$ cat src/rtl/pwf_pkg.sv
// package for the plateau window finder: parameter defaults, widths, register indexes and reset values
package pwf_pkg;

	// parameter defaults
	localparam int DEF_MAX_TIME_EXTENT = 256;
	localparam int DEF_VALUE_WIDTH     = 32;

	// fixed field and register widths
	localparam int TARGET_VALUE_W = 32;
	localparam int TARGET_ERROR_W = 31;
	localparam int EXTENT_W       = 9;
	localparam int GAP_W          = 8;
	localparam int OUT_IDX_W      = 7;
	localparam int CFG_DATA_W     = 32;
	localparam int CFG_INDEX_W    = 2;
	localparam int OUT_DATA_W     = 16;

	// configuration register indexes
	typedef enum logic [CFG_INDEX_W-1:0] {
		REG_TARGET_VALUE = 2'd0,
		REG_TARGET_ERROR = 2'd1,
		REG_TIME_EXTENT  = 2'd2,
		REG_GAP_LIMIT    = 2'd3
	} cfg_reg_t;

	// register reset values
	localparam logic [EXTENT_W-1:0] TIME_EXTENT_RST = 9'd64;
	localparam logic [GAP_W-1:0]    GAP_LIMIT_RST   = 8'd4;

endpackage

$ cat src/rtl/plateau_window_finder.sv
// top level of the plateau window finder: band test, run merging and best window tracking
//
//   channel   dir   handshake               payload
//   s_axis    in    s_axis_tvalid/tready    tdata: sample_value, sample_error
//   m_axis    out   m_axis_tvalid/tready    tdata: plateau_start, plateau_end; tuser: found
//   cfg       in    cfg_wr_en               cfg_index, cfg_data
//
// one beat per cycle unless a result stalls; the result register follows the stage register
// the band test (subtracts, adds and compares) sits before the stage register, the run and
// merge bookkeeping (two short length compares) before the result register
// a result is given on the last sample of each pass, then the pass state clears
// a stalled result holds the whole pipe; the input stage still fills while it waits
// arst_n clears all control state and loads the register reset values
module plateau_window_finder
	import pwf_pkg::*;
#(
	parameter int MAX_TIME_EXTENT = DEF_MAX_TIME_EXTENT,
	parameter int VALUE_WIDTH     = DEF_VALUE_WIDTH
) (
	input  logic clk,
	input  logic arst_n,
	// sample_value [VALUE_WIDTH-1:0], sample_error [2*VALUE_WIDTH-2:VALUE_WIDTH], zero pad
	input  logic [((2*VALUE_WIDTH-1+7)/8)*8-1:0] s_axis_tdata,
	input  logic s_axis_tvalid,
	output logic s_axis_tready,
	// plateau_start [6:0], plateau_end [13:7], zero pad [15:14]
	output logic [OUT_DATA_W-1:0] m_axis_tdata,
	// plateau_found [0]
	output logic m_axis_tuser,
	output logic m_axis_tvalid,
	input  logic m_axis_tready,
	input  logic cfg_wr_en,
	input  logic [CFG_INDEX_W-1:0] cfg_index,
	input  logic [CFG_DATA_W-1:0] cfg_data
);

	localparam int IDX_W_RAW = $clog2(MAX_TIME_EXTENT / 2);
	localparam int IDX_W     = (IDX_W_RAW < 1) ? 1 : IDX_W_RAW;
	localparam int EXT_EFF_W = $clog2(MAX_TIME_EXTENT + 1);
	localparam int CMP_W     = GAP_W + IDX_W;

	typedef struct packed {
		logic             valid;
		logic [IDX_W-1:0] start;
		logic [IDX_W-1:0] stop;
	} interval_t;

	typedef struct packed {
		logic             valid;
		logic [IDX_W-1:0] start;
		logic [IDX_W-1:0] stop;
		logic [IDX_W-1:0] length;
	} best_t;

	// configuration registers
	logic [TARGET_VALUE_W-1:0] target_value_q;
	logic [TARGET_ERROR_W-1:0] target_error_q;
	logic [EXTENT_W-1:0]       time_extent_q;
	logic [GAP_W-1:0]          gap_limit_q;

	always_ff @(posedge clk or negedge arst_n) begin
		if (!arst_n) begin
			target_value_q <= '0;
			target_error_q <= '0;
			time_extent_q  <= TIME_EXTENT_RST;
			gap_limit_q    <= GAP_LIMIT_RST;
		end else if (cfg_wr_en) begin
			case (cfg_reg_t'(cfg_index))
				REG_TARGET_VALUE: target_value_q <= cfg_data[TARGET_VALUE_W-1:0];
				REG_TARGET_ERROR: target_error_q <= cfg_data[TARGET_ERROR_W-1:0];
				REG_TIME_EXTENT:  time_extent_q  <= cfg_data[EXTENT_W-1:0];
				REG_GAP_LIMIT:    gap_limit_q    <= cfg_data[GAP_W-1:0];
				default: ;
			endcase
		end
	end

	// band test on the incoming beat
	logic [VALUE_WIDTH-1:0]              sample_value;
	logic [VALUE_WIDTH-2:0]              sample_error;
	logic [VALUE_WIDTH+TARGET_VALUE_W-1:0] target_value_wide;
	logic [VALUE_WIDTH+TARGET_ERROR_W-1:0] target_error_wide;
	logic [VALUE_WIDTH-1:0]              target_v;
	logic [VALUE_WIDTH-2:0]              target_e;
	logic                                value_ge;
	logic [VALUE_WIDTH:0]                value_dist;
	logic [VALUE_WIDTH-1:0]              err_sum;
	logic                                inband;

	assign sample_value      = s_axis_tdata[VALUE_WIDTH-1:0];
	assign sample_error      = s_axis_tdata[2*VALUE_WIDTH-2:VALUE_WIDTH];
	assign target_value_wide = {{VALUE_WIDTH{1'b0}}, target_value_q};
	assign target_error_wide = {{VALUE_WIDTH{1'b0}}, target_error_q};
	assign target_v          = target_value_wide[VALUE_WIDTH-1:0];
	assign target_e          = target_error_wide[VALUE_WIDTH-2:0];
	assign value_ge          = $signed(sample_value) >= $signed(target_v);
	assign value_dist        = value_ge
		? ({sample_value[VALUE_WIDTH-1], sample_value} - {target_v[VALUE_WIDTH-1], target_v})
		: ({target_v[VALUE_WIDTH-1], target_v} - {sample_value[VALUE_WIDTH-1], sample_value});
	assign err_sum           = {1'b0, sample_error} + {1'b0, target_e};
	assign inband            = value_dist < {1'b0, err_sum};

	// pipe control
	logic s1_valid_s1;
	logic inband_s1;
	logic advance;
	logic step;
	logic out_valid_q;

	assign advance       = !out_valid_q || m_axis_tready;
	assign s_axis_tready = !s1_valid_s1 || advance;
	assign step          = s1_valid_s1 && advance;

	// input stage register
	always_ff @(posedge clk or negedge arst_n) begin
		if (!arst_n) begin
			s1_valid_s1 <= 1'b0;
		end else if (s_axis_tready) begin
			s1_valid_s1 <= s_axis_tvalid;
		end
	end

	always_ff @(posedge clk) begin
		if (s_axis_tready && s_axis_tvalid) begin
			inband_s1 <= inband;
		end
	end

	// pass state
	logic [IDX_W-1:0] time_index_q;
	logic             in_run_q;
	logic [IDX_W-1:0] run_start_q;
	interval_t        merged_q;
	best_t            best_q;

	// effective extent and last index of the pass
	logic [EXTENT_W-1:0]     ext_clamped;
	logic [EXT_EFF_W-1:0]    ext_eff;
	logic [EXT_EFF_W-1:0]    half_ext;
	logic [EXT_EFF_W-1:0]    last_full;
	logic [IDX_W-1:0]        last_idx;
	logic [EXT_EFF_W+OUT_IDX_W-1:0] quarter_wide;

	assign ext_clamped  = (time_extent_q > EXTENT_W'(MAX_TIME_EXTENT))
		? EXTENT_W'(MAX_TIME_EXTENT) : time_extent_q;
	assign ext_eff      = ext_clamped[EXT_EFF_W-1:0];
	assign half_ext     = ext_eff >> 1;
	assign last_full    = (half_ext >= EXT_EFF_W'(2)) ? (half_ext - EXT_EFF_W'(1))
		: EXT_EFF_W'(1);
	assign last_idx     = last_full[IDX_W-1:0];
	assign quarter_wide = {{OUT_IDX_W{1'b0}}, ext_eff} >> 2;

	// run closing, merging and best tracking for the staged sample
	logic             is_last;
	logic             start_run;
	logic             close_run;
	logic [IDX_W-1:0] gap_diff;
	logic             merge_ok;
	logic [IDX_W-1:0] merged_len;
	logic [IDX_W-1:0] merged1_len;
	interval_t        merged1;
	best_t            best1;
	best_t            best2;

	always_comb begin
		is_last     = time_index_q >= last_idx;
		start_run   = !in_run_q && inband_s1 && !is_last;
		close_run   = in_run_q && (!inband_s1 || is_last);
		gap_diff    = run_start_q - merged_q.stop;
		merge_ok    = merged_q.valid && (CMP_W'(gap_diff) < CMP_W'(gap_limit_q));
		merged_len  = merged_q.stop - merged_q.start;
		merged1     = merged_q;
		best1       = best_q;
		if (close_run) begin
			if (merge_ok) begin
				merged1.stop = time_index_q;
			end else begin
				if (merged_q.valid && (!best_q.valid || merged_len > best_q.length)) begin
					best1.valid  = 1'b1;
					best1.start  = merged_q.start;
					best1.stop   = merged_q.stop;
					best1.length = merged_len;
				end
				merged1.valid = 1'b1;
				merged1.start = run_start_q;
				merged1.stop  = time_index_q;
			end
		end
		// final commit at the end of the pass
		merged1_len = merged1.stop - merged1.start;
		best2       = best1;
		if (merged1.valid && (!best1.valid || merged1_len > best1.length)) begin
			best2.valid  = 1'b1;
			best2.start  = merged1.start;
			best2.stop   = merged1.stop;
			best2.length = merged1_len;
		end
	end

	// pass state update
	always_ff @(posedge clk or negedge arst_n) begin
		if (!arst_n) begin
			time_index_q <= IDX_W'(1);
			in_run_q     <= 1'b0;
			run_start_q  <= '0;
			merged_q     <= '0;
			best_q       <= '0;
		end else if (step) begin
			if (is_last) begin
				time_index_q <= IDX_W'(1);
				in_run_q     <= 1'b0;
				run_start_q  <= '0;
				merged_q     <= '0;
				best_q       <= '0;
			end else begin
				time_index_q <= time_index_q + IDX_W'(1);
				merged_q     <= merged1;
				best_q       <= best1;
				if (start_run) begin
					in_run_q    <= 1'b1;
					run_start_q <= time_index_q;
				end else if (close_run) begin
					in_run_q <= 1'b0;
				end
			end
		end
	end

	// result register
	logic [OUT_IDX_W-1:0] out_start_q;
	logic [OUT_IDX_W-1:0] out_end_q;
	logic                 out_found_q;
	logic [IDX_W-1:0]     best_last;

	assign best_last = best2.stop - IDX_W'(1);

	always_ff @(posedge clk or negedge arst_n) begin
		if (!arst_n) begin
			out_valid_q <= 1'b0;
		end else if (advance) begin
			out_valid_q <= step && is_last;
		end
	end

	always_ff @(posedge clk) begin
		if (step && is_last) begin
			if (best2.valid) begin
				out_start_q <= OUT_IDX_W'(best2.start);
				out_end_q   <= OUT_IDX_W'(best_last);
				out_found_q <= 1'b1;
			end else begin
				out_start_q <= quarter_wide[OUT_IDX_W-1:0];
				out_end_q   <= quarter_wide[OUT_IDX_W-1:0];
				out_found_q <= 1'b0;
			end
		end
	end

	assign m_axis_tvalid = out_valid_q;
	assign m_axis_tdata  = {{(OUT_DATA_W-2*OUT_IDX_W){1'b0}}, out_end_q, out_start_q};
	assign m_axis_tuser  = out_found_q;

`ifndef SYNTHESIS
	// default window is a single index
	a_default_single: assert property (@(posedge clk) disable iff (!arst_n)
		m_axis_tvalid && !m_axis_tuser |-> out_start_q == out_end_q)
		else $error("default window start and end differ");

	// a found plateau never ends before it starts
	a_found_ordered: assert property (@(posedge clk) disable iff (!arst_n)
		m_axis_tvalid && m_axis_tuser |-> out_start_q <= out_end_q)
		else $error("plateau ends before it starts");

	// an open run always began at an earlier index
	a_run_before_index: assert property (@(posedge clk) disable iff (!arst_n)
		in_run_q |-> run_start_q < time_index_q)
		else $error("open run starts at or after current index");

	// an open run starts after the merged interval closed
	a_run_after_merged: assert property (@(posedge clk) disable iff (!arst_n)
		in_run_q && merged_q.valid |-> merged_q.stop < run_start_q)
		else $error("open run overlaps merged interval");
`endif

endmodule
$ cat config.mk
export PLATFORM = sky130hd
export DESIGN_NAME = plateau_window_finder
export DESIGN_NICKNAME = d
export VERILOG_FILES = /design/src/rtl/pwf_pkg.sv /design/src/rtl/plateau_window_finder.sv
export SDC_FILE = /design/constraint.sdc
export NUM_CORES = 1
export LEC_CHECK = 0
export BUFFER_PORTS_ARGS = -buffer_cell sky130_fd_sc_hd__buf_2
export CORE_ASPECT_RATIO = 0.8
export CORE_MARGIN = 3
export CORE_UTILIZATION = 45
export DETAILED_ROUTE_END_ITERATION = 12
export GPL_TIMING_DRIVEN = 1
export HOLD_SLACK_MARGIN = 0.12
export SLEW_MARGIN = 20
export SYNTH_ARGS = -nofsm -noshare
export SYNTH_HDL_FRONTEND = slang
export SYNTH_SLANG_ARGS = --single-unit
$ cat constraint.sdc
create_clock -name clk -period 7.7 [get_ports clk]
set_input_delay 0.385 -clock clk [delete_from_list [all_inputs] [get_ports clk]]
set_output_delay 0.385 -clock clk [all_outputs]
set_load 0.05 [all_outputs]
After elaboration in Yosys (flattened, before gate mapping)

Cells that the tools add are included.

Bits in registers: 150
Output and inout bits: 19
Logic and storage cells: 90

Add/sub/neg operators: 9
Magnitude comparators: 8
Equal/unequal tests: 3
Multiplexer cells: 20
Reduce and logical (&&, ||, !) cells: 30

Operators with widths:

| cell                                                 | number |
|---|---|
| 2-to-1 mux 22 bit                                    | 5 |
| subtractor 32 x 32 -> 33 bit                         | 2 |
| 2-to-1 mux 7 bit                                     | 6 |
| < comparator 33 x 32 -> 1 bit                        | 1 |
| 2-to-1 mux 33 bit                                    | 1 |
| adder 31 x 31 -> 32 bit                              | 1 |
| >= comparator 32 bit                                 | 1 |
| 2-to-1 mux 15 bit                                    | 2 |
| subtractor 7 bit                                     | 3 |
| > comparator 7 bit                                   | 2 |
| subtractor 7 x 1 -> 7 bit (second input constant)    | 2 |
| AND reduction 2 bit                                  | 6 |
| > comparator 9 bit (second input constant)           | 1 |
| logical AND 1 bit                                    | 9 |
| 2-to-1 mux 9 bit                                     | 1 |
| >= comparator 8 x 2 -> 1 bit (second input constant) | 1 |
| < comparator 7 x 8 -> 1 bit                          | 1 |
| 2-to-1 mux 8 bit                                     | 1 |
| adder 7 x 1 -> 7 bit (second input constant)         | 1 |
| >= comparator 7 bit                                  | 1 |
| logical NOT 1 bit                                    | 7 |
| logical OR 1 bit                                     | 5 |
| equality test 2 bit (second input constant)          | 2 |
| 2-to-1 mux 1 bit                                     | 4 |
| 4 further kinds                                      | 4 |

Depth between registers and ports, before layout

Gate-level depths: netlist of run 1.

Word-level depth: 15
Depth in mapped cells: 37
Depth with buffers taken out: 36

Worst setup path before layout of run 1

Ideal clock, no wire load.

Path type: reg-to-reg
Start point: register time_extent_q[4]
End point: register out_end_q[6], data pin
Arrival time: 6.945 ns
Data required time: 7.548 ns
Slack: 0.603 ns
Stages on the path, launching flop included: 33
Path buffers: 1
Period minus slack after synthesis: 7.097 ns
Path through: dfrtp_1 or3_1 or4_1 a21oi_1 a211oi_1 ha_1 and2_1 nand3_1 o211a_1 nor2_1 clkbuf_1 o21ai_0 o21ai_0 ha_1 fa_1 inv_1 a21o_1 a21oi_1 o21bai_1 a21oi_1 xor2_1 xnor2_1 ha_1 o21a_1 o22ai_1 a211oi_1 o21ai_0 and2_1 inv_1 ha_1 o21ai_0 or4_1 a31oi_1

Cells in the longest elaborated chain, start to end: 15

RTL lines:

| item                                                                      | RTL line                     | RTL |
|---|---|---|
| from (decl)                                                               | plateau_window_finder.sv:58  | `logic [EXTENT_W-1:0] time_extent_q;` |
| from (signal assigned)                                                    | plateau_window_finder.sv:71  | `REG_TIME_EXTENT: time_extent_q <= cfg_data[EXTENT_W-1:0];` |
| > comparator 9 bit                                                        | plateau_window_finder.sv:144 | `assign ext_clamped = (time_extent_q > EXTENT_W'(MAX_TIME_EXTENT))` |
| 2-to-1 mux 9 bit (*)                                                      | plateau_window_finder.sv:145 | `? EXTENT_W'(MAX_TIME_EXTENT) : time_extent_q;` |
| subtractor 7 x 1 -> 7 bit or >= comparator 8 x 2 -> 1 bit (tied branches) | plateau_window_finder.sv:148 | `assign last_full = (half_ext >= EXT_EFF_W'(2)) ? (half_ext - EXT_EFF_W'(1))` |
| 2-to-1 mux 7 bit                                                          | plateau_window_finder.sv:148 |  |
| >= comparator 7 bit                                                       | plateau_window_finder.sv:166 | `is_last = time_index_q >= last_idx;` |
| logical OR 1 bit                                                          | plateau_window_finder.sv:168 | `close_run = in_run_q && (!inband_s1 \|\| is_last);` |
| logical AND 1 bit                                                         | plateau_window_finder.sv:168 |  |
| 2-to-1 mux 15 bit                                                         | plateau_window_finder.sv:174 | `if (close_run) begin` |
| subtractor 7 bit                                                          | plateau_window_finder.sv:190 | `merged1_len = merged1.stop - merged1.start;` |
| > comparator 7 bit                                                        | plateau_window_finder.sv:192 | `if (merged1.valid && (!best1.valid \|\| merged1_len > best1.length)) begin` |
| logical OR 1 bit                                                          | plateau_window_finder.sv:192 |  |
| logical AND 1 bit                                                         | plateau_window_finder.sv:192 |  |
| 2-to-1 mux 22 bit                                                         | plateau_window_finder.sv:192 |  |
| subtractor 7 x 1 -> 7 bit                                                 | plateau_window_finder.sv:235 | `assign best_last = best2.stop - IDX_W'(1);` |
| 2-to-1 mux 7 bit (*)                                                      | plateau_window_finder.sv:247 | `if (best2.valid) begin` |
| to (signal assigned)                                                      | plateau_window_finder.sv:249 | `out_end_q <= OUT_IDX_W'(best_last);` |
| to (signal assigned)                                                      | plateau_window_finder.sv:253 | `out_end_q <= quarter_wide[OUT_IDX_W-1:0];` |
| to (decl)                                                                 | plateau_window_finder.sv:231 | `logic [OUT_IDX_W-1:0] out_end_q;` |

Mark *: on every way between the ends. The rest lies on a longest branch, timed or not.
A chain may end at the register's enable or synchronous reset.

Worst setup path after layout of run 1

Start point: register merged_q[1] (netlist bit)
End point: register out_end_q[6], data pin

Cells in the longest elaborated chain, start to end: 13

RTL lines:

| item                                                                 | RTL line                     | RTL |
|---|---|---|
| from (decl)                                                          | plateau_window_finder.sv:133 | `interval_t merged_q;` |
| from (signal assigned)                                               | plateau_window_finder.sv:217 | `merged_q <= merged1;` |
| branches (longest 10 deep; another with < comparator 7 x 8 -> 1 bit) | n/a                          |  |
| 2-to-1 mux 22 bit (*)                                                | plateau_window_finder.sv:192 |  |
| subtractor 7 x 1 -> 7 bit                                            | plateau_window_finder.sv:235 |  |
| 2-to-1 mux 7 bit (*)                                                 | plateau_window_finder.sv:247 |  |

Every way passes the cells marked *.

==> results of run 1 <==
==> registers in the layout, indices dropped and copies added, names as in the netlist, 7 cells and up <==
signal,count
merged_q,15
gap_limit_q,8
target_e,31
run_start_q,7
out_end_q,7
time_extent_q,8
time_index_q,7
best_q,22
target_v,32
out_start_q,7
==> cell usage in the layout (no fill, tap or decap), types with 9 or more instances in the layout <==
master,Yosys,final
nor2_1,71,71
edfxtp_1,16,16
mux2i_1,29,29
a22o_1,23,23
or3_1,9,9
o21bai_1,28,28
and3_1,11,11
o22ai_1,23,23
nand2b_1,17,17
xnor2_1,48,48
o31ai_1,11,10
inv_1,139,139
o211ai_1,9,9
a211oi_1,16,14
nand4_1,34,34
ha_1,176,176
mux2_2,55,55
o21ai_0,117,114
buf_2,7,117
xor2_1,30,30
nand3_1,24,24
a21oi_1,137,136
a21o_1,76,76
nand2_1,110,110
buf_4,4,32
o21a_1,23,23
nor2b_1,16,16
clkbuf_16,0,17
dfrtp_1,130,130
and2_1,12,12
nor3_1,22,22
==> timing repair <==
item,4_1_cts,5_1_grt
hold buffers,3,0
endpoints found under the hold margin,59,0
endpoints found under the setup margin,0,10
gates resized for setup,0,8
setup buffers,0,0
==> per-layer routing <==
metal / GRT usage [%] / up-vias / routed length [um]
li1: - / 5963 / -
met1: 41.2 / 5855 / 22100
met2: 34.3 / 460 / 16300
met3: 7.23 / 32 / 4000
met4: 5.71 / 0 / 609
met5: 0 / - / 0
==> critical path, delay by kind of cell (launching register included) <==
kind | cells | cell delay (ps)
flops | 1 | 470
compound gates | 17 | 3410
xor+xnor | 3 | 480
buf+inv | 3 | 300
fa+ha+maj | 6 | 1500
simple gates | 4 | 950
==> per-stage QoR <==
step	power [mW]	instances
4_1_cts	6.93	2111
2_1_floorplan	4.56	1581
3_5_place_dp	6.03	2076
6_report	7.03	2112
5_1_grt	7.66	2112
3_3_place_gp	5.95	2076
==> power by group through the flow <==
stage / registers, mW / clock network, mW / logic [mW]
floorplan: 1.27 / 0 / 3.29
global placement: 1.28 / 0 / 4.67
detailed placement: 1.28 / 0 / 4.74
CTS: 1.27 / 0.874 / 4.79
global route: 1.30 / 0.909 / 5.44
finish: 1.28 / 0.853 / 4.90
==> cells by family (layout without fill, tap and decap cells) <==
| group | count (synthesis) | in the layout |
|---|---|---|
| xor gates and xnor gates | 78 | 78 |
| DFF | 149 | 149 |
| other | 1 | 3 |
| AOI/OAI and AO/OA | 526 | 526 |
| muxes | 87 | 87 |
| buffers and inverters | 201 | 325 |
| adders and majority gates | 182 | 182 |
| and+or+nand+nor | 356 | 356 |
==> cell type report <==
type	instances	area share (%)
Clock buffer	17	2.75
Timing Repair Buffer	153	5.61
Tap cell	406	3.29
Antenna cell	1	0.0162
Multi-Input combinational cell	1231	59.2
Inverter	140	3.40
Clock inverter	15	1.00
Sequential cell	149	24.7
==> worst paths after layout <==
kind | startpoint | slack (ps) | cells after the start | endpoint
max | merged_q[1] | 440 | 33 | out_end_q[6]
min | cfg_data[30] | 150 | 3 | target_v[30]
max reg2reg | merged_q[1] | 440 | 33 | out_end_q[6]
min reg2reg | best_q[19] | 500 | 1 | best_q[19]
max in group asynchronous | arst_n | 5790 | 3 | target_e[22]
min in group asynchronous | arst_n | 480 | 2 | time_index_q[1]
==> results_dict.tcl, run 1 <==
set metrics [dict create \
    synth.top_cell.area_share_pct 23.7 \
    multi_input_area_mm2 0.00915 \
    wl_per_cell_um 20.4 \
    synthAdderAreaFrac_pct 17.0 \
    drv_slew 0 \
    fin_crit_ps 7260 \
    synth_top_family_by_area "compound AO/OA/AOI/OAI gates" \
    coreArea_mm2 0.0296 \
    first_global_vias 11600 \
    stdcell_area_mm2 0.0154 \
    pwr-share-comb_pct 69.7 \
    ff_latch_area_mm2 0.00381 \
    seq_power_share_pct 18.2 \
    switching_share_pct 50.1 \
    setup_slack_ps 441 \
    seq_area_frac_synth_pct 27.8 \
    setup_tns_ps 0 \
    drtIter0Drc 912 \
    fp.dieH_um 162 \
    power_per_cell_area_mw_per_mm2 455 \
    synthCells 1580 \
    ys.flop_type "dfrtp_1" \
    antenna_left 0 \
    whs_ps 149 \
    power.leakage_nw 7.34 \
    ys_top_cells_by_count "ha_1 (176), inv_1 (139), a21oi_1 (137)" \
    ys_ff_latch 149 \
    vdd_drop_max_uv 354 \
    cts_root_buffer "clkbuf_16" \
    crit_type "flip-flop to flip-flop" \
    cp_max_fo 5 \
    synth_edf_count 16 \
    async_flop_share_pct 89.3 \
    max_freq_ghz 0.138 \
    routed_wl_mm 43.0 \
    cp.required_ps 8010 \
    tightestPinTransition_ps 1120 \
    drtPass1Iterations 6 \
    cts_max_path_buffers 2 \
    finalSetupViolCount 0 \
    power.net_switching_mw 3.52 \
    dieWidth_um 201 \
    yosys-top-cells-area "dfrtp_1 (24%), ha_1 (16%), a21oi_1 (5.0%)" \
    routabilityCongestion 0.944 \
    numCtsBuffers 17 \
    maxCapViolations 0 \
    slowest_stage "or4_1" \
    hpwl_mm 33.9 \
    synth.avg_cell_area_um2 8.67 \
    yosys.area_share.simple_pct 12.9 \
    cts_tree "built" \
    yosys.area.top_type "dfrtp_1" \
    clock-sinks 149 \
    antenna_found_initial 1 \
    clockPowerShare_pct 12.1 \
    rows 56 \
    slowest_delay_ps 480 \
    synthMuxAreaShare_pct 6.94 \
    track_usage_pct 26.0 \
    ios 122 \
    placed_area_mm2 0.0148 \
    relSlewSlack_pct 25.2 \
    ys_warn_count 0 \
    grt_first_pass_wirelength_mm 65.7 \
    die_area_mm2 0.0326 \
    hp-class "input pin to flip-flop" \
    n_fill_cell 2836 \
    gr-total-overflow 0 \
    synth_xor_area_share_pct 4.99 \
    grt_max_degree 74 \
    synth_compound_area_share_pct 24.7 \
    io_buffers 118 \
    clock_skew_ps 13.4 \
    synth.most_common_cell "ha_1" \
    start_util_pct 46.2 \
    area_delta_synth_final_pct 12.8 \
    dp_slack_ps 357 \
    path_clk_slew_ps 70 \
    via_count 12300 \
    syn-cell-area_mm2 0.0137 \
    via_per_inst 5.83 \
    p_int_mw 3.51 \
    cp-end-kind "flip-flop" \
    cp_data_arrival_time_ps 7560 \
    post-route-drc-count 0 \
    synth.distinct_cells 76 \
    layout-drive-gt1-share_pct 15.2 \
    htreeDepth 4 \
    fin_nets 1977 \
    finalHoldViolCount 0 \
    startpoint_type "flip-flop" \
    clk_latency_ps 460 \
    status "finished, final reports clean" \
    final_util_pct 52.1 \
    finalCritPeriodShare_pct 94.3 \
]
Note: power is estimated with default switching activity, not from simulation.
==> run 2: changes to the inputs <==
--- a/config.mk
+++ b/config.mk
@@ -5,7 +5,7 @@
 export SDC_FILE = /design/constraint.sdc
 export NUM_CORES = 1
 export LEC_CHECK = 0
-export BUFFER_PORTS_ARGS = -buffer_cell sky130_fd_sc_hd__buf_2
+export BUFFER_PORTS_ARGS = -buffer_cell sky130_fd_sc_hd__clkbuf_2
 export CORE_ASPECT_RATIO = 0.8
 export CORE_MARGIN = 3
 export CORE_UTILIZATION = 45
==> constraint.sdc (replaced) <==
create_clock -name clk -period 8.1 [get_ports clk]
set_input_delay 0.405 -clock clk [delete_from_list [all_inputs] [get_ports clk]]
set_output_delay 0.405 -clock clk [all_outputs]
set_load 0.05 [all_outputs]
==> run 2 against run 1 <==
Net effect: worst hold slack got worse by 1.6 ps; worst setup slack better by 94 ps; clock power grew 3.9%; via count decreased by 1.1%; register-to-register slack better by 90 ps; sequential share of layout area up 0.080 points; combinational power decreased by 7.3%; final cell count decreased by 0.52%; first-iteration DRC count up 21%; count of clock-buffer cells in the layout unchanged; critical endpoint unchanged.
==> results_dict.tcl, run 2 (synthesis results as in run 1) <==
set metrics [dict create \
    track_usage_pct 25.7 \
    power_mw 6.65 \
    antenna_left 0 \
    area_delta_synth_final_pct 12.4 \
    start_util_pct 46.2 \
    slowest_delay_ps 490 \
    hpwl_mm 33.4 \
    fin_crit_ps 7560 \
    cp_data_arrival_time_ps 7860 \
    first_global_vias 11600 \
    cp_max_fo 8 \
    post_cts_buffers 0 \
    crit_type "flip-flop to flip-flop" \
    cts_root_buffer "clkbuf_16" \
    antenna_found_initial 1 \
    ff_latch_area_mm2 0.00381 \
    fin_nets 1966 \
    r2r-start "run_start_q[0]" \
    max_freq_ghz 0.132 \
    instances_no_fill 2101 \
    multi_input_area_mm2 0.00914 \
    power.leakage_nw 7.35 \
    min_path_cells 2 \
    layout_commonest_cell "ha_1" \
    finalHoldViolCount 0 \
    routed_wl_mm 42.1 \
    whs_ps 148 \
    final_util_pct 52.0 \
    min_to "s1_valid_s1" \
    numCtsBuffers 17 \
    worstHoldStart "s_axis_tvalid" \
    power_per_cell_area_mw_per_mm2 432 \
    clock-sinks 149 \
    dp_slack_ps 416 \
    ff2ff_setup_slack_ps 540 \
    routabilityCongestion 0.938 \
    rows 56 \
    relSlewSlack_pct 25.0 \
    path_clk_slew_ps 70 \
    vdd_drop_max_uv 343 \
    coreArea_mm2 0.0296 \
    status "finished, final reports clean" \
    dp.cells 2067 \
    ios 122 \
    post-route-drc-count 0 \
    rr_endpoint "out_end_q[6]" \
    setup_tns_ps 0 \
    stdcell_area_mm2 0.0154 \
    cp.required_ps 8400 \
    drtPass1Iterations 7 \
    clock_skew_ps 9.95 \
    mostFrequentLayoutCells "ha_1 (176), inv_1 (139), a21oi_1 (137)" \
    hp-class "input pin to flip-flop" \
    setup_slack_ps 535 \
    maxCapViolations 0 \
    htreeDepth 4 \
    via_count 12200 \
    via_per_inst 5.79 \
    die_area_mm2 0.0326 \
    finalCritPeriodShare_pct 93.4 \
    io_buffers 118 \
    finalSetupViolCount 0 \
    dieWidth_um 201 \
    tightestPinTransition_ps 1120 \
    startpoint_type "flip-flop" \
    reg2reg_depth 33 \
    largest_register_ffs 32 \
    layout-drive-gt1-share_pct 14.6 \
    drv_slew 0 \
    grt_max_degree 81 \
    clk_latency_ps 450 \
    fp.dieH_um 162 \
    gr-total-overflow 0 \
    cts_max_path_buffers 2 \
    wl_per_cell_um 20.1 \
    grt_first_pass_wirelength_mm 65.4 \
    cts_tree "built" \
    n_fill_cell 2864 \
    drtIter0Drc 1100 \
    slowest_stage "or4_1" \
    cp-end-kind "flip-flop" \
    placed_area_mm2 0.0147 \
]
==> run 2: cell count changes in the layout (fill, tap and decap cells not counted), sizes merged <==
cell	change
bufinv	+3
clkbuf	+117
clkinvlp	-3
clkinv	+2
buf	-126
inv	-2
dlygate4sd3	-2
==> run 2: report_power, final <==
part | switching, mW | internal, mW | leakage [nW]
combinational | 2.71 | 1.83 | 5.22
sequential | 0.201 | 1.02 | 1.81
clock | 0.385 | 0.501 | 0.314
total | 3.30 | 3.36 | 7.35
==> run 2: worst max path at each step <==
stage,to,slack [ps],startpoint,cells past startpoint
floorplan,out_end_q[6],1000,time_extent_q[4],32
global placement,out_end_q[6],610,time_extent_q[8],31
detailed placement,out_end_q[6],420,time_extent_q[8],34
CTS,out_end_q[6],360,time_extent_q[8],34
global route,out_end_q[6],-5,time_extent_q[8],34
finish,out_end_q[6],540,run_start_q[0],33
==> run 2: final cells by class <==
cell class | instances | share of cell area, %
clock buffers | 17 | 2.76
inverters | 140 | 3.41
multi-input cells | 1231 | 59.3
well taps | 406 | 3.30
repair buffers | 142 | 5.06
flip-flops and latches | 149 | 24.8
diodes | 1 | 0.0162
clock inverters | 15 | 1.36
==> run 2: what timing repair did <==
item,CTS,global route
endpoints found under the setup margin,0,4
hold buffers,1,0
endpoints found under the hold margin,79,0
gates resized for setup,0,5
==> run 2: routing by layer <==
layer	GRT usage [%]	routed length (um)
met3	7.81	3770
met5	0	0
met1	40.4	21800
met4	4.88	472
met2	34.3	16100
==> run 2: critical path, delay by kind of cell, from the launching register on <==
kind,cells,cell delay (ps)
buffers and inverters,4,540
DFF,1,390
muxes,1,330
AOI/OAI and AO/OA,14,2990
adders and majority gates,6,1600
and+or+nand+nor,5,1120
xor gates and xnor gates,3,410
==> run 3: changes to the inputs <==
--- a/config.mk
+++ b/config.mk
@@ -8,7 +8,7 @@
 export BUFFER_PORTS_ARGS = -buffer_cell sky130_fd_sc_hd__clkbuf_2
 export CORE_ASPECT_RATIO = 0.8
 export CORE_MARGIN = 3
-export CORE_UTILIZATION = 45
+export CORE_UTILIZATION = 30
 export DETAILED_ROUTE_END_ITERATION = 12
 export GPL_TIMING_DRIVEN = 1
 export HOLD_SLACK_MARGIN = 0.12
==> run 3 against run 2 <==
Net effect: count of clock-buffer cells in the layout grew 1; largest power group unchanged; global-route usage shrank 7.3 points; clock skew grew 4.0 ps; combinational power grew 1%; sequential share of layout area shrank 0.34 points; critical path depth is the same.
==> results_dict.tcl, run 3 (synthesis results as in run 1) <==
set metrics [dict create \
    status "finished, final reports clean" \
    antenna_found_initial 4 \
    final_util_pct 34.9 \
    routabilityCongestion 0.932 \
    dp.cells 2268 \
    htreeDepth 4 \
    io_buffers 118 \
    layout_commonest_cell "ha_1" \
    max_freq_ghz 0.134 \
    rsz0062_at_grt "no" \
    stdcell_area_mm2 0.0156 \
    routed_wl_mm 44.9 \
    cts_root_buffer "clkbuf_16" \
    antenna_left 0 \
    cp-end-kind "flip-flop" \
    cp_max_fo 16 \
    whs_ps 159 \
    coreArea_mm2 0.0447 \
    vdd_drop_max_uv 306 \
    hp-class "input pin to flip-flop" \
    wl_per_cell_um 19.5 \
    finalSetupViolCount 0 \
    tightestPinTransition_ps 1010 \
    cp_data_arrival_time_ps 7690 \
    n_fill_cell 4746 \
    dp_slack_ps 368 \
    power.leakage_nw 7.33 \
    clock_skew_ps 13.9 \
    maxCapViolations 0 \
    rows 69 \
    via_count 12400 \
    fp.dieH_um 197 \
    hpwl_mm 35.7 \
    numCtsBuffers 17 \
    path_clk_slew_ps 70 \
    grt_max_degree 69 \
    power_per_cell_area_mw_per_mm2 425 \
    instances_no_fill 2302 \
    path_common_cell "ha_1" \
    drtPass1Iterations 6 \
    cts_max_path_buffers 2 \
    first_global_vias 11900 \
    track_usage_pct 18.4 \
    startpoint_type "flip-flop" \
    finalHoldViolCount 0 \
    ios 122 \
    fin_crit_ps 7480 \
    via_per_inst 5.39 \
    area_delta_synth_final_pct 14.0 \
    slowest_delay_ps 500 \
    relSlewSlack_pct 31.7 \
    drtIter0Drc 972 \
    finalCritPeriodShare_pct 92.3 \
    dieWidth_um 245 \
    cp.required_ps 8310 \
    fin_nets 1970 \
    largest_register_ffs 32 \
    power_mw 6.65 \
    drv_slew 0 \
    cts_tree "built" \
    layout-drive-gt1-share_pct 14.8 \
    setup_tns_ps 0 \
    grt_first_pass_wirelength_mm 69.3 \
    post-route-drc-count 0 \
    placed_area_mm2 0.0150 \
    clk_latency_ps 470 \
    gr-total-overflow 0 \
    die_area_mm2 0.0483 \
    setup_slack_ps 620 \
    crit_type "flip-flop to flip-flop" \
    post_cts_buffers 0 \
    clock-sinks 149 \
    start_util_pct 30.6 \
    slowest_stage "dfrtp_2" \
    mostFrequentLayoutCells "ha_1 (176), inv_1 (139), a21oi_1 (137)" \
]
[run 3: power breakdown]
part,switching (mW),leakage [nW],internal (mW)
logic,2.70,5.25,1.90
clock network,0.382,0.277,0.433
registers,0.204,1.81,1.02
[run 3: critical path: cells and delay by family, from the launching register on]
family	cells	cell delay [ps]
XOR/XNOR	3	490
flip-flops	1	500
AND/OR/NAND/NOR	4	960
AO/OA/AOI/OAI	15	3020
adder cells (fa/ha/maj)	5	1300
buffers and inverters	5	670
multiplexers	1	280
[run 3: layout make-up]
class                      count  area, um2  share of cell area (%)
antenna                        1       2.50                  0.0160
tap                          603        754                    4.83
sequential                   149       3810                    24.4
inverter                     140        526                    3.36
timing repair buffer         146        810                    5.18
clock inverter                14        145                   0.929
multi-input combinational   1231       9140                    58.5
clock buffer                  18        429                    2.75
[run 3: repair_timing]
action,4_1_cts,5_1_grt
resized for setup,0,3
hold buffers,1,0
endpoints found under the setup margin,0,11
endpoints found under the hold margin,65,0
[run 3: final timing paths]
path                                    end  slack, ps  cells after the start        startpoint
setup / recovery               out_end_q[4]        620                     33  time_extent_q[8]
hold / removal                  s1_valid_s1        160                      2     s_axis_tvalid
setup reg to reg               out_end_q[4]        620                     33  time_extent_q[8]
hold reg to reg                  best_q[12]        500                      1        best_q[12]
max in group asynchronous      target_v[20]       6120                      3            arst_n
min in group asynchronous  time_extent_q[2]        530                      2            arst_n
[run 3: metal layers]
| layer | track usage (%) | vias up | wire (um) | part of all wire (%) |
|---|---|---|---|---|
| li1 | - | 5931 | - | - |
| met1 | 29.3 | 5988 | 23500 | 52 |
| met2 | 24.9 | 428 | 17400 | 39 |
| met3 | 3.72 | 46 | 3280 | 7.3 |
| met4 | 4.31 | 6 | 667 | 1.5 |
| met5 | 0 | - | 40 | 0.089 |
